File: src/rtl/lgrs_pkg.sv
// ----------------------------------------------------------------------------
// lgrs_pkg
// shared constants and types for the life generation row stencil
// ----------------------------------------------------------------------------
package lgrs_pkg;

  localparam int MAX_COLS   = 64;
  localparam int MAX_ROWS   = 1024;

  localparam int ROW_W      = MAX_COLS;
  localparam int ROWS_W     = 11;
  localparam int COLS_W     = 7;
  localparam int ROWNUM_W   = 10;
  localparam int CFG_DATA_W = 11;
  localparam int CFG_IDX_W  = 1;

  // neighbor counts of the b3/s23 rule
  localparam int BIRTH_COUNT   = 3;
  localparam int SURVIVE_COUNT = 2;
  localparam int NBR_W         = 4;

  // result queue, depth is a power of two
  localparam int FIFO_DEPTH = 4;
  localparam int PTR_W      = $clog2(FIFO_DEPTH);
  localparam int CNT_W      = $clog2(FIFO_DEPTH + 1);

  localparam logic [CFG_IDX_W-1:0] CFG_NUM_ROWS = CFG_IDX_W'(0);
  localparam logic [CFG_IDX_W-1:0] CFG_NUM_COLS = CFG_IDX_W'(1);

  localparam logic [ROWS_W-1:0] NUM_ROWS_RESET = ROWS_W'(80);
  localparam logic [COLS_W-1:0] NUM_COLS_RESET = COLS_W'(60);
  localparam logic [ROWS_W-1:0] MIN_ROWS       = ROWS_W'(2);
  localparam logic [ROWS_W-1:0] MAX_ROWS_V     = ROWS_W'(MAX_ROWS);
  localparam logic [COLS_W-1:0] MIN_COLS_V     = COLS_W'(1);
  localparam logic [COLS_W-1:0] MAX_COLS_V     = COLS_W'(MAX_COLS);

  typedef struct packed {
    logic [ROW_W-1:0]    cells;
    logic [ROWNUM_W-1:0] row_number;
    logic                final_row;
  } result_t;

endpackage

File: src/rtl/lgrs_lane.sv
// ----------------------------------------------------------------------------
// lgrs_lane
// one column of the stencil: counts the eight neighbors and applies b3/s23
// ----------------------------------------------------------------------------
module lgrs_lane
  import lgrs_pkg::*;
(
  input  logic [2:0] above,
  input  logic [2:0] cur,
  input  logic [2:0] below,
  input  logic       en,
  output logic       alive_next
);

  logic [NBR_W-1:0] nbr_count;

  always_comb begin
    nbr_count = NBR_W'(above[0]) + NBR_W'(above[1]) + NBR_W'(above[2])
              + NBR_W'(cur[0]) + NBR_W'(cur[2])
              + NBR_W'(below[0]) + NBR_W'(below[1]) + NBR_W'(below[2]);
    alive_next = en && ((nbr_count == NBR_W'(BIRTH_COUNT))
                 || (cur[1] && nbr_count == NBR_W'(SURVIVE_COUNT)));
  end

endmodule

File: src/rtl/lgrs_row_unit.sv
// ----------------------------------------------------------------------------
// lgrs_row_unit
// one lane per column side by side, lane bits merged into the next row
// ----------------------------------------------------------------------------
module lgrs_row_unit
  import lgrs_pkg::*;
(
  input  logic [ROW_W-1:0] above,
  input  logic [ROW_W-1:0] cur,
  input  logic [ROW_W-1:0] below,
  input  logic [ROW_W-1:0] col_mask,
  output logic [ROW_W-1:0] next_row
);

  // one dead cell on each side of the grid
  logic [ROW_W+1:0] above_pad;
  logic [ROW_W+1:0] cur_pad;
  logic [ROW_W+1:0] below_pad;
  logic [ROW_W-1:0] lane_bits;

  assign above_pad = {1'b0, above, 1'b0};
  assign cur_pad   = {1'b0, cur, 1'b0};
  assign below_pad = {1'b0, below, 1'b0};

  for (genvar j = 0; j < ROW_W; j++) begin : g_lane
    lgrs_lane u_lane (
      .above      (above_pad[j+2:j]),
      .cur        (cur_pad[j+2:j]),
      .below      (below_pad[j+2:j]),
      .en         (col_mask[j]),
      .alive_next (lane_bits[j])
    );
  end

  assign next_row = lane_bits & col_mask;

endmodule

File: src/rtl/lgrs_out_fifo.sv
// ----------------------------------------------------------------------------
// lgrs_out_fifo
// small result queue, takes up to two items a cycle and hands out one
// ----------------------------------------------------------------------------
module lgrs_out_fifo
  import lgrs_pkg::*;
(
  input  logic    clk,
  input  logic    rst,
  input  logic    push_first,
  input  logic    push_second,
  input  result_t first_item,
  input  result_t second_item,
  input  logic    pop,
  output result_t head_item,
  output logic    head_valid,
  output logic    room_for_two
);

  result_t          entries [FIFO_DEPTH];
  logic [PTR_W-1:0] wr_ptr;
  logic [PTR_W-1:0] rd_ptr;
  logic [CNT_W-1:0] count;
  logic [CNT_W-1:0] count_next;

  // the second item always follows a first one in the same cycle
  always_ff @(posedge clk) begin
    if (push_first) begin
      entries[wr_ptr] <= first_item;
    end
    if (push_second) begin
      entries[wr_ptr + PTR_W'(1)] <= second_item;
    end
  end

  always_comb begin
    count_next = count + CNT_W'(push_first) + CNT_W'(push_second) - CNT_W'(pop);
  end

  always_ff @(posedge clk) begin
    if (rst) begin
      wr_ptr <= '0;
      rd_ptr <= '0;
      count  <= '0;
    end else begin
      wr_ptr <= wr_ptr + PTR_W'(push_first) + PTR_W'(push_second);
      if (pop) begin
        rd_ptr <= rd_ptr + PTR_W'(1);
      end
      count <= count_next;
    end
  end

  assign head_item    = entries[rd_ptr];
  assign head_valid   = (count != '0);
  assign room_for_two = (count <= CNT_W'(FIFO_DEPTH - 2));

`ifndef SYNTHESIS
  a_second_needs_first: assert property (@(posedge clk) disable iff (rst)
    push_second |-> push_first)
    else $error("second result pushed without a first");

  a_no_overflow: assert property (@(posedge clk) disable iff (rst)
    push_first |-> room_for_two)
    else $error("result queue overflow");

  a_no_underflow: assert property (@(posedge clk) disable iff (rst)
    pop |-> head_valid)
    else $error("result queue underflow");

  a_count_tracks: assert property (@(posedge clk) disable iff (rst)
    (count == '0) |-> (wr_ptr == rd_ptr))
    else $error("empty queue with pointers apart");
`endif

endmodule

File: src/rtl/life_generation_row_stencil.sv
// ----------------------------------------------------------------------------
// life_generation_row_stencil
// one b3/s23 generation over a bounded grid, one row per item
// ----------------------------------------------------------------------------
// each result is registered in the result queue as the row causing it is taken
// throughput: one row per cycle while in_ready is high; the last row of a grid
//   yields two results, handed out in turn by the single read port of the queue
// in_ready drops while the result queue has fewer than two free entries
// reset (rst, synchronous): row history and row count cleared, queue emptied,
//   num_rows back to 80 and num_cols back to 60
// ----------------------------------------------------------------------------
module life_generation_row_stencil
  import lgrs_pkg::*;
(
  input  logic                  clk,
  input  logic                  rst,
  input  logic                  cfg_we,
  input  logic [CFG_IDX_W-1:0]  cfg_index,
  input  logic [CFG_DATA_W-1:0] cfg_data,
  input  logic                  in_valid,
  output logic                  in_ready,
  input  logic [ROW_W-1:0]      row_cells,
  output logic                  out_valid,
  input  logic                  out_ready,
  output logic [ROW_W-1:0]      next_row_cells,
  output logic [ROWNUM_W-1:0]   row_number,
  output logic                  final_row
);

  logic [ROWS_W-1:0] num_rows;
  logic [COLS_W-1:0] num_cols;
  logic [ROW_W-1:0]  older_row;
  logic [ROW_W-1:0]  middle_row;
  logic [ROWS_W-1:0] rows_received;

  logic [ROWS_W-1:0] eff_rows;
  logic [ROWS_W-1:0] last_index;
  logic [COLS_W-1:0] eff_cols;
  logic [ROW_W-1:0]  col_mask;
  logic [ROW_W-1:0]  row_in;
  logic [ROW_W-1:0]  older_m;
  logic [ROW_W-1:0]  middle_m;
  logic [ROW_W-1:0]  mid_next;
  logic [ROW_W-1:0]  last_next;
  logic              accept;
  logic              is_last;
  logic              room_for_two;
  logic              head_valid;
  result_t           first_item;
  result_t           second_item;
  result_t           head_item;

  always_ff @(posedge clk) begin
    if (rst) begin
      num_rows <= NUM_ROWS_RESET;
      num_cols <= NUM_COLS_RESET;
    end else if (cfg_we) begin
      unique case (cfg_index)
        CFG_NUM_ROWS: num_rows <= cfg_data;
        CFG_NUM_COLS: num_cols <= cfg_data[COLS_W-1:0];
        default: ;
      endcase
    end
  end

  // clamp the configured sizes into range
  always_comb begin
    eff_rows = num_rows;
    if (num_rows < MIN_ROWS) begin
      eff_rows = MIN_ROWS;
    end else if (num_rows > MAX_ROWS_V) begin
      eff_rows = MAX_ROWS_V;
    end
    eff_cols = num_cols;
    if (num_cols < MIN_COLS_V) begin
      eff_cols = MIN_COLS_V;
    end else if (num_cols > MAX_COLS_V) begin
      eff_cols = MAX_COLS_V;
    end
    for (int j = 0; j < ROW_W; j++) begin
      col_mask[j] = (COLS_W'(j) < eff_cols);
    end
  end

  assign last_index = eff_rows - ROWS_W'(1);
  assign is_last    = (rows_received >= last_index);
  assign accept     = in_valid && in_ready;
  assign in_ready   = room_for_two;

  // stored rows are masked again in case the column count changed
  assign row_in   = row_cells & col_mask;
  assign older_m  = older_row & col_mask;
  assign middle_m = middle_row & col_mask;

  lgrs_row_unit u_mid_row (
    .above    (older_m),
    .cur      (middle_m),
    .below    (row_in),
    .col_mask (col_mask),
    .next_row (mid_next)
  );

  // last row of the grid, dead row below it
  lgrs_row_unit u_last_row (
    .above    (middle_m),
    .cur      (row_in),
    .below    ('0),
    .col_mask (col_mask),
    .next_row (last_next)
  );

  always_comb begin
    first_item.cells       = mid_next;
    first_item.row_number  = ROWNUM_W'(rows_received - ROWS_W'(1));
    first_item.final_row   = 1'b0;
    second_item.cells      = last_next;
    second_item.row_number = rows_received[ROWNUM_W-1:0];
    second_item.final_row  = 1'b1;
  end

  always_ff @(posedge clk) begin
    if (rst) begin
      older_row     <= '0;
      middle_row    <= '0;
      rows_received <= '0;
    end else if (accept) begin
      if (is_last) begin
        older_row     <= '0;
        middle_row    <= '0;
        rows_received <= '0;
      end else begin
        older_row     <= middle_m;
        middle_row    <= row_in;
        rows_received <= rows_received + ROWS_W'(1);
      end
    end
  end

  lgrs_out_fifo u_out_fifo (
    .clk          (clk),
    .rst          (rst),
    .push_first   (accept && (rows_received != '0)),
    .push_second  (accept && is_last),
    .first_item   (first_item),
    .second_item  (second_item),
    .pop          (head_valid && out_ready),
    .head_item    (head_item),
    .head_valid   (head_valid),
    .room_for_two (room_for_two)
  );

  assign out_valid      = head_valid;
  assign next_row_cells = head_item.cells;
  assign row_number     = head_item.row_number;
  assign final_row      = head_item.final_row;

`ifndef SYNTHESIS
  a_last_clears_count: assert property (@(posedge clk) disable iff (rst)
    (accept && is_last) |=> (rows_received == '0))
    else $error("row count not cleared after the last row");

  a_count_in_range: assert property (@(posedge clk) disable iff (rst)
    rows_received < MAX_ROWS_V)
    else $error("row count beyond the grid");

  a_out_held: assert property (@(posedge clk) disable iff (rst)
    (out_valid && !out_ready) |=> (out_valid && $stable(next_row_cells)
      && $stable(row_number) && $stable(final_row)))
    else $error("waiting result changed before it was taken");
`endif

endmodule
File: config.mk
export PLATFORM = sky130hd
export DESIGN_NAME = life_generation_row_stencil
export DESIGN_NICKNAME = d
export VERILOG_FILES = /design/src/rtl/lgrs_pkg.sv /design/src/rtl/lgrs_lane.sv /design/src/rtl/lgrs_row_unit.sv /design/src/rtl/lgrs_out_fifo.sv /design/src/rtl/life_generation_row_stencil.sv
export SDC_FILE = /design/constraint.sdc
export NUM_CORES = 2
export LEC_CHECK = 0
export BUFFER_PORTS_ARGS = -buffer_cell sky130_fd_sc_hd__buf_2
export CAP_MARGIN = 0
export CORE_MARGIN = 2
export CORE_UTILIZATION = 60
export CTS_CLUSTER_DIAMETER = 30
export DETAILED_ROUTE_END_ITERATION = 16
export PLACE_DENSITY_LB_ADDON = 0.08
export SETUP_SLACK_MARGIN = 0.02
export SYNTH_ARGS = -nofsm -noshare
export SYNTH_HDL_FRONTEND = slang
export SYNTH_HIERARCHICAL = 1
export SYNTH_SLANG_ARGS = --single-unit
File: constraint.sdc
create_clock -name clk -period 15.3 [get_ports clk]
set_input_delay 0.765 -clock clk [delete_from_list [all_inputs] [get_ports clk]]
set_output_delay 0.765 -clock clk [all_outputs]
set_load 0.1 [all_outputs]
==> reports/results.md <==
| Step | Result | Value |
|:---|:---|:---|
| clocking | Num CTS Buffers | 115 |
| sta | Final Cycle Share | 41.4% |
| pwr | Power per unit of standard cell area | 161 nW/um2 |
| place | Count of placed standard cells including taps | 5056 |
| clocking | Clock-pin slew reported for the worst setup and hold paths after clock tree synthesis | 0.04 ns |
| final layout | Filler Cell Count | 5358 |
| global routing | Global router's overall resource usage | 28.0% |
| floorplan | Effective utilization at floorplan | 60.8% |
| logic synthesis | Share of the synthesized netlist area taken by xor and xnor gates | 0.394% |
| sta | Actual slew at the worst max-slew pin | 1.37 ns |
| global routing | Overall overflow remaining after global route | 0 |
| sta | Max-slew violations | 0 |
| logic synthesis | Proportion of register bits with asynchronous set or reset after synthesis | 0% |
| clocking | Clock Root Buffer | sky130_fd_sc_hd__clkbuf_16 |
| sta | Final setup violation count | 0 |
| logic synthesis | Top cells by instance count after synthesis | sky130_fd_sc_hd__inv_1 (533), sky130_fd_sc_hd__fa_1 (515), sky130_fd_sc_hd__ha_1 (400) |
| sta | Unrepaired setup endpoints after global routing | false |
| setup path | Worst setup EP type | flop |
| final layout | Area growth syn-to-layout | 15.2% |
| logic synthesis | Area contributors post-synth | sky130_fd_sc_hd__fa_1 (23%), sky130_fd_sc_hd__edfxtp_1 (20%), sky130_fd_sc_hd__ha_1 (11%), sky130_fd_sc_hd__mux2_2 (7.6%), sky130_fd_sc_hd__dfxtp_1 (7.5%) |
| sta | Normalized max-slew margin | 7.51% |
| clocking | Setup Buffers After CTS | 0 |
| global routing | Initial antenna violation count | 2 |
| clocking | Post-CTS Hold Fix Bufs | 0 |
| logic synthesis | Area fraction in compound gates after synthesis | 9.61% |
| global routing | Number of global-route vias before repair | 31800 |
| final layout | Final layout net count | 5210 |
| route | Routed WL per cell | 19.7 um |
| logic synthesis | Fraction of post-synthesis cell area in the top cell type by area | 23.2% |
| logic synthesis | Main combinational cell family by area after synthesis | adder cells |
| clocking | Clock Path Buffers | 3 |
| sta | Total count of hold-check failures in the final report | 0 |
| route | Vias post-DR | 29700 |
| setup path | Worst setup SP type | flop |
| route | 1st-iter DRT viols | 1395 |
| pwr | VDD IR max | 0.127 mV |
| place | IO buf count | 157 |
| logic synthesis | Multiplexer area fraction after synthesis | 11.5% |
| clocking | CTS tree | built |
| setup path | Critical Path AT | 6.62 ns |
| clocking | Worst-skew pair later-pin latency | 0.68 ns |
| pwr | Leakage power total | 22.5 nW |
| route | Total length of routed wires | 104 mm |
| logic synthesis | Synth Flop Type | sky130_fd_sc_hd__edfxtp_1 |
| logic synthesis | Adder and majority gate portion of the synthesized area | 34.5% |
| logic synthesis | Post-synth EDFFs | 300 |
| logic synthesis | Post-synthesis cell type with the largest combined area | sky130_fd_sc_hd__fa_1 |
| route | Number of DRC violations after detailed routing | 8 |
| global routing | First-pass GRT wire length | 170 mm |
| status | Violations in the final reports | DRC |
| min path | Hold Crit Class | input port to flop |
| route | Via-to-Cell Ratio | 5.63 |
| logic synthesis | Average size of a mapped cell | 11.7 um2 |
| final layout | Final cell count without fillers | 5276 |
| logic synthesis | Instance count of the mapped netlist | 3808 |
| sta | Worst setup skew after layout | 0.0257 ns |
| place | Weighted congestion reported at the end of routability-driven placement | 0.841 |
| clocking | # clock sinks | 466 |
| floorplan | Die Area | 76200 um2 |
| logic synthesis | Basic-gate share of the synthesized area counting and, or, nand and nor cells | 10.5% |
| setup path | Largest fanout of any net on the critical path | 40 |
| global routing | Maximum number of pins on one net before global-route repair | 69 |
| setup path | Data required, critical path | 15.59 ns |
| route | Final ANT Viol Nets | 0 |
| sta | Final hold slack | 0.338 ns |
| sta | Fmax | 0.158 GHz |
| floorplan | Core area | 73100 um2 |
| floorplan | Vertical die dimension | 276 um |
| logic synthesis | Sequential element share of the synthesized area | 27.8% |
| floorplan | Std cell rows | 99 |
| final layout | Antenna diodes | 0 |
| route | Detailed Routing Iterations Pass 1 | 11 |
| clocking | Resized cells post-CTS | 0 |
| setup path | Critical path start-end classification | flop to flop |
| logic synthesis | Synth cell types | 64 |
| sta | Post-route minimum period | 6.33 ns |
| place | HPWL after detailed placement | 75.0 mm |
| final layout | Final cell utilization of the core | 70.0% |
| logic synthesis | Synth warnings | 6 |
| final layout | Layout cell share with drive strength beyond 1 | 20.4% |
| sta | Total negative setup slack | 0 ns |
| floorplan | Horizontal extent of the die | 276 um |
| status | Outcome | finished, violations left |
| floorplan | Num ports | 158 |
| logic synthesis | Leading cell type by number of instances after synthesis | sky130_fd_sc_hd__inv_1 |
| logic synthesis | Post-synthesis cell area | 44400 um2 |
| logic synthesis | Flop and latch count out of synthesis | 466 |
| run | Max Cap Violations | 0 |
| clocking | H-Tree Level Count | 3 |
| setup path | FF-to-FF setup slack | 8.97 ns |
==> critical path, cell delays in order (launching register included) <==
cell and delay [ns]:
sky130_fd_sc_hd__dfxtp_1 0.36, sky130_fd_sc_hd__or3_1 0.46, sky130_fd_sc_hd__nor3_4 0.25, sky130_fd_sc_hd__nand2_1 0.10, sky130_fd_sc_hd__o21ai_0 0.29, sky130_fd_sc_hd__ha_1 0.30, sky130_fd_sc_hd__o21ai_1 0.20, sky130_fd_sc_hd__nor3b_1 0.25
sky130_fd_sc_hd__a21oi_1 0.08, sky130_fd_sc_hd__ha_1 0.35, sky130_fd_sc_hd__o2111ai_1 0.31, sky130_fd_sc_hd__o21ai_1 0.63, sky130_fd_sc_hd__and2_1 0.42, sky130_fd_sc_hd__nand3_4 0.45, sky130_fd_sc_hd__o21ai_4 0.30, sky130_fd_sc_hd__buf_4 0.49
sky130_fd_sc_hd__buf_4 0.67
==> registers in the layout (all words and copies together), names as in the netlist, named ones only <==
name,flops
middle_row,64
num_cols,7
num_rows,11
older_row,64
rows_received,11
u_out_fifo/count,3
u_out_fifo/entries,300
u_out_fifo/rd_ptr,2
u_out_fifo/wr_ptr,2
==> cell families (layout without fill, tap and decap cells) <==
logic type / count (synthesis) / after routing
fa+ha+maj: 915 / 915
mux: 377 / 377
compound gates: 619 / 619
flops: 466 / 466
other cells: 4 / 214
buf+inv: 645 / 944
simple gates: 762 / 762
xor+xnor: 20 / 20
==> path summary, 6_finish.rpt <==
check / start / end / cells after the start
worst max register to register: num_rows[5]$_SDFFE_PP0P_ / u_out_fifo/entries[0][35]$_DFFE_PP_ / 16
worst max-delay path: num_rows[5]$_SDFFE_PP0P_ / u_out_fifo/entries[0][35]$_DFFE_PP_ / 16
worst min register to register: older_row[47]$_SDFFE_PP0P_ / older_row[47]$_SDFFE_PP0P_ / 2
worst min-delay path: row_cells[44] / middle_row[44]$_SDFFE_PP0P_ / 2
==> layout make-up <==
type	count	area (um2)	share of cell area [%]
clock buffers	128	3010	5.88
clock inverters	92	1210	2.37
inverters	534	2000	3.92
multi-input cells	2907	30400	59.4
flip-flops and latches	466	12300	24.1
well taps	959	1200	2.34
repair buffers	190	1030	2.02
==> layer usage <==
| layer | wire length [um] | vias to the layer above | GRT usage, % |
|---|---|---|---|
| met5 | 12 | - | 0 |
| met4 | 3140 | 2 | 9.15 |
| met3 | 4670 | 153 | 4.20 |
| met2 | 51200 | 637 | 47.6 |
| met1 | 45000 | 14900 | 37.0 |
| li1 | - | 14000 | - |
==> power breakdown <==
part	internal (W)	total, W	switching [W]
registers	0.00157	0.00165	0.0000825
clock network	0.00174	0.00258	0.000848
logic	0.00155	0.00401	0.00247
total	0.00485	0.00825	0.00340
==> through the flow <==
step / setup WS [ns] / area, um2 / total power, W
finish: 8.97 / 51200 / 0.00825
global route: 8.54 / 51200 / 0.00881
detailed placement: 9.10 / 46900 / 0.00565
floorplan: 7.37 / 45200 / 0.00485
CTS: 8.98 / 51200 / 0.00829
global placement: 9.16 / 46900 / 0.00553
==> cell usage in the layout, fill, tap and decap left out, drive strengths merged, types with 42 or more instances in the layout <==
cell / n
mux2: 301
nor2b: 59
a21oi: 211
conb: 214
nand3b: 93
clkbuf: 128
o21ai: 73
a211oi: 46
nand2: 112
ha: 400
nand2b: 94
o211ai: 90
fa: 515
a22o: 120
inv: 539
mux4: 75
a31oi: 42
edfxtp: 300
dfxtp: 166
buf: 190
and2: 312
clkinv: 45
Note: power is estimated with default switching activity, not from simulation.
